==> config.mk <==
export PLATFORM = sky130hd
export DESIGN_NAME = sads_ctrl
export DESIGN_NICKNAME = d
export VERILOG_FILES = /design/src/rtl/core/sads_pkg.sv /design/src/rtl/core/sads_ctrl.sv
export SDC_FILE = /design/constraint.sdc
export NUM_CORES = 1
export LEC_CHECK = 0
export BUFFER_PORTS_ARGS = -buffer_cell sky130_fd_sc_hd__buf_2
export CORE_AREA = 2 2 39 41
export DETAILED_ROUTE_END_ITERATION = 10
export DIE_AREA = 0 0 41 43
export PLACE_DENSITY_LB_ADDON = 0.25
export SETUP_SLACK_MARGIN = 0.4
export SLEW_MARGIN = 15
export SYNTH_ARGS = -nofsm -noshare
export SYNTH_HDL_FRONTEND = slang
export SYNTH_SLANG_ARGS = --single-unit
export TNS_END_PERCENT = 50
==> constraint.sdc <==
create_clock -name clk_i -period 0.9 [get_ports clk_i]
set_input_delay 0.09 -clock clk_i [delete_from_list [all_inputs] [get_ports clk_i]]
set_output_delay 0.09 -clock clk_i [all_outputs]
set_load 0.1 [all_outputs]
==> src/rtl/core/sads_pkg.sv <==
`timescale 1ns / 1ps
// Shared types and codes for the two-stacks-in-one-array unit.
package sads_pkg;

  // Fixed field widths of the request and response beats
  localparam int unsigned VALUE_W  = 32;
  localparam int unsigned SLOT_W   = 7;
  localparam int unsigned STATUS_W = 2;

  // Request kinds
  typedef enum logic {
    REQ_PUSH = 1'b0,
    REQ_POP  = 1'b1
  } req_e;

  // Stack selection
  typedef enum logic {
    STACK_LOWER = 1'b0,
    STACK_UPPER = 1'b1
  } stack_e;

  // Response status codes
  typedef enum logic [STATUS_W-1:0] {
    ST_OK    = 2'd0,
    ST_FULL  = 2'd1,
    ST_EMPTY = 2'd2
  } status_e;

  // Controller states
  typedef enum logic {
    CS_IDLE = 1'b0,
    CS_READ = 1'b1
  } ctrl_state_e;

  // Controller to datapath commands
  typedef struct packed {
    logic    push_we;     // write the store, bump the selected pointer
    logic    pop_rd;      // read the store, drop the selected pointer
    logic    upper;       // selected stack is the upper one
    logic    load_imm;    // load the output register with an immediate result
    logic    load_pop;    // load the output register with the read data
    status_e imm_status;  // status for an immediate result
  } cmd_t;

  // Datapath to controller status
  typedef struct packed {
    logic full;         // both stacks together fill the store
    logic lower_empty;
    logic upper_empty;
    logic out_free;     // output register can take a result this cycle
  } dp_sts_t;

endpackage

==> src/rtl/core/sads_ctrl.sv <==
`timescale 1ns / 1ps
// Request sequencer: accepts beats and issues store and output commands.
module sads_ctrl (
  input  logic              clk_i,
  input  logic              rst_ni,
  input  logic              in_valid_i,
  input  logic              in_req_type_i,
  input  logic              in_stack_sel_i,
  output logic              in_ready_o,
  input  sads_pkg::dp_sts_t sts_i,
  output sads_pkg::cmd_t    cmd_o
);
  import sads_pkg::*;

  ctrl_state_e state_q, state_d;
  logic        accept;
  logic        is_pop;
  logic        upper;
  logic        sel_empty;

  assign is_pop    = (in_req_type_i == REQ_POP);
  assign upper     = (in_stack_sel_i == STACK_UPPER);
  assign sel_empty = upper ? sts_i.upper_empty : sts_i.lower_empty;
  assign accept    = in_valid_i && in_ready_o;

  // State register
  always_ff @(posedge clk_i or negedge rst_ni) begin
    if (!rst_ni) begin
      state_q <= CS_IDLE;
    end else begin
      state_q <= state_d;
    end
  end

  // Next state: a good pop goes to CS_READ for the store read, then back to idle
  always_comb begin
    state_d = state_q;
    case (state_q)
      CS_IDLE: begin
        if (accept && is_pop && !sel_empty) state_d = CS_READ;
      end
      CS_READ: begin
        state_d = CS_IDLE;
      end
      default: begin
        state_d = CS_IDLE;
      end
    endcase
  end

  // Outputs
  always_comb begin
    in_ready_o       = 1'b0;
    cmd_o            = '0;
    cmd_o.upper      = upper;
    cmd_o.imm_status = ST_OK;
    case (state_q)
      CS_IDLE: begin
        in_ready_o = sts_i.out_free;
        if (in_valid_i && sts_i.out_free) begin
          if (!is_pop) begin
            cmd_o.load_imm = 1'b1;
            if (sts_i.full) begin
              cmd_o.imm_status = ST_FULL;
            end else begin
              cmd_o.push_we = 1'b1;
            end
          end else if (sel_empty) begin
            cmd_o.load_imm   = 1'b1;
            cmd_o.imm_status = ST_EMPTY;
          end else begin
            cmd_o.pop_rd = 1'b1;
          end
        end
      end
      CS_READ: begin
        cmd_o.load_pop = 1'b1;
      end
      default: begin
        in_ready_o = 1'b0;
      end
    endcase
  end

endmodule

# After elaboration in Yosys (flattened, before gate mapping)
# Index checks and enable logic that the tools add are counted.
dict set report word_totals {
  ff_bits 1
  out_inout_bits 8
  input_bits 9
}
dict set report op_classes {
  n_bitwise 1
  n_mux 20
  reduce_logical 5
}
# cell count
set ops {}
lappend ops {{two-way mux 1 bit} 13}
lappend ops {{two-way mux 2 bit} 6}
lappend ops {{logical AND 1 bit} 4}
lappend ops {{case mux 1 bit (2 select lines)} 1}
lappend ops {{logical NOT 1 bit} 1}
lappend ops {{NOT 1 bit} 1}

# Depth between registers and ports, before layout
dict set report depth {
  depth_word 6
  depth_mapped 2
  mapped_depth_nobuf 2
}

# Least setup slack after synthesis
# Ideal clock, no wire load.
dict set report synth_timing {
  path_kind {reg-to-output}
  start {register state_q}
  end {output port cmd_o[0] in the netlist's numbering}
  t_required_ns 0.810
  t_arrival_ns 2.815
  stages_incl_launch_ff 3
  setup_slack_ns -2.005
  path_buffers 0
  cell_sequence {dfrtp_1 -> nand3b_1 -> nor3b_1}
}
# element line_no
set synth_rtl {}
lappend synth_rtl {{start, declared} sads_ctrl.sv:15} ;# ctrl_state_e state_q, state_d;
lappend synth_rtl {{start signal, assigned} sads_ctrl.sv:31} ;# state_q <= state_d;
lappend synth_rtl {{end, declared} sads_ctrl.sv:11} ;# output sads_pkg::cmd_t cmd_o

==> impl_metrics.env <==
export IMPL_status="finished, violations left"
export IMPL_failed_checks="negative hold slack, negative setup slack"
export IMPL_cp_end_kind="primary output"
export IMPL_crit_fanout=4
export IMPL_num_rows=14
export IMPL_core_mm2=0.00138
export IMPL_fin_ws_ns=-0.286
export IMPL_hpwlAfterDp_um=589
export IMPL_ant_nets=0
export IMPL_finalPower_mw=0.329
export IMPL_synthesis_nets=21
export IMPL_clkLatencyLatePin_ns=0
export IMPL_slew_limit_headroom_pct=81.6
export IMPL_crit_chain="nand3b_1 > buf_6 > nor3b_4 > buf_12"
export IMPL_hold_viol_final=1
export IMPL_drv_slew=0
export IMPL_yosys_area_top_type_share_pct=22.7
export IMPL_place_gp_congestion=0.569
export IMPL_drive_gt1_share_pct=91.2
export IMPL_synth_top_cell_by_area="dfrtp_1"
export IMPL_die_w_um=41
export IMPL_layout_common_cells="buf_12 (8), buf_2 (7), buf_4 (5)"
export IMPL_crit_buf_inv=2
export IMPL_grt_ovfl_total=0
export IMPL_final_common_cell="buf_12"
export IMPL_startpoint_type="register"
export IMPL_seq_area_frac_synth_pct=22.7
export IMPL_arrival_ns=1.10
export IMPL_netlist_area_um2=110
export IMPL_finalCriticalPeriod_ns=1.19
export IMPL_final_cell_count_no_fill=50
export IMPL_start_util_pct=7.96
export IMPL_p_leak_nw=0.202
export IMPL_syn_avg_cell_area_um2=9.18
export IMPL_largest_reg_flops=1
export IMPL_grt_use_total_pct=7.21
export IMPL_ys_warn_count=0
export IMPL_max_cap_violations=0
export IMPL_port_buffers=16
export IMPL_synth_seq_cells=1
export IMPL_post_route_period_util_pct=132
export IMPL_grt_max_degree=7
export IMPL_viasPerCell=3.96
export IMPL_vdd_drop_max_uv=237
export IMPL_largest_register="state_q"
export IMPL_drc=0
export IMPL_grt_pass1_wl_um=903
export IMPL_cp_required_ns=0.81
export IMPL_nets=45
export IMPL_hold_ws_ns=-0.132
export IMPL_dieArea_mm2=0.00176
export IMPL_synth_top_cells_by_area="dfrtp_1 (23%), and4_1 (16%), buf_4 (14%), nor3b_1 (14%), mux2i_2 (13%)"
export IMPL_synth_cell_types=9
export IMPL_max_freq_ghz=0.843
export IMPL_rsz0062_at_grt="yes"
export IMPL_hold_path_class="in -> async"
export IMPL_cellPowerDensity_mw_per_mm2=741
export IMPL_wl_per_cell_um=12.3
export IMPL_top_regs="state_q x1"
export IMPL_n_antenna_cell=0
export IMPL_io_pin_count=17
export IMPL_critPathMaxStageDelay_ns=0.36
export IMPL_crit_slowest_cell="dfrtp_1"
export IMPL_cpLargestDelayFamily="simple AND/OR/NAND/NOR gates"
export IMPL_area_growth_syn_to_layout_pct=303
export IMPL_antenna_found_initial=0
export IMPL_dp_cells=49
export IMPL_first_pass_iters=2
export IMPL_drt_total_wl_um=615
export IMPL_critical_path_class="reg -> out"
export IMPL_drt_iter0_markers=1
export IMPL_first_global_vias=227
export IMPL_tightest_slew_ns=0.271
export IMPL_fp_dieH_um=43
export IMPL_setup_viol=7
export IMPL_skew_ns=0
export IMPL_post_place_ws_ns=-0.308
export IMPL_routed_via_count=198
export IMPL_syn_inst=12
export IMPL_clk_pin_slew_worst_paths_ns=0
## final timing paths
check,slack [ns],from,depth (start not counted),endpoint
min reg2reg,0.99,state_q,5,state_q
min in group clk_i,0.49,in_valid_i,3,state_q
min,-0.13,rst_ni,1,state_q
max,-0.29,state_q,4,cmd_o[1]
max in group asynchronous,0.95,rst_ni,1,state_q
max reg2reg,-0.19,state_q,5,state_q
## layout make-up
class	count	area, um2
tap	16	20.0
fill	142	940
sequential	1	25.0
timing repair buffer	24	282
multi-input combinational	9	118
## synthesized netlist by cell type
cell type,instances
dfrtp_1,1
nor3_1,1
nand3b_1,1
nor3b_1,2
and4_1,2
mux2i_2,1
a21oi_1,1
buf_4,2
nor2b_1,1
## metal layers
| metal | vias up | share of wire [%] | track usage [%] |
|---|---|---|---|
| met5 | - | 0 | 0 |
| met4 | 0 | 0 | 0 |
| met3 | 0 | 16 | 1.57 |
| met2 | 17 | 56 | 15.3 |
| met1 | 92 | 28 | 6.37 |
| li1 | 89 | - | - |
## per-stage QoR
stage	cell area, um2	TNS, ns	utilization, %
after floorplan	158	-4.37	-
final	444	-1.61	32.1
after global routing	444	-1.78	32.1
after CTS	437	-1.55	31.6
after detailed placement	415	-1.61	30.0
after global placement	415	-1.33	30.0
## timing repair
action	4_1_cts	5_1_grt
pin swaps	2	1
gates cloned	0	0
setup buffers	0	1
setup endpoints to repair	9	9
endpoints found under the hold margin	1	1
gates resized for setup	5	0
## power by group
part / switching, mW / internal (mW) / total [mW] / leakage [nW]
clock network: 0 / 0 / 0 / 0
logic: 0.163 / 0.119 / 0.281 / 0.188
registers: 0.000715 / 0.0471 / 0.0478 / 0.0137
## cell families (layout without fill, tap and decap cells)
family | Yosys count | in the layout | synth area share, %
and+or+nand+nor | 7 | 7 | 46.6
buffers and inverters | 2 | 24 | 13.6
DFF | 1 | 1 | 22.7
AOI/OAI and AO/OA | 1 | 1 | 4.54
muxes | 1 | 1 | 12.5
## worst reg2reg max path, cell delays in order (launching register included)
cell	delay [ns]
dfrtp_1	0.36
buf_4	0.16
nor2b_4	0.11
buf_4	0.11
buf_6	0.09
and4_1	0.18
Power figures use the tool's default switching activity.
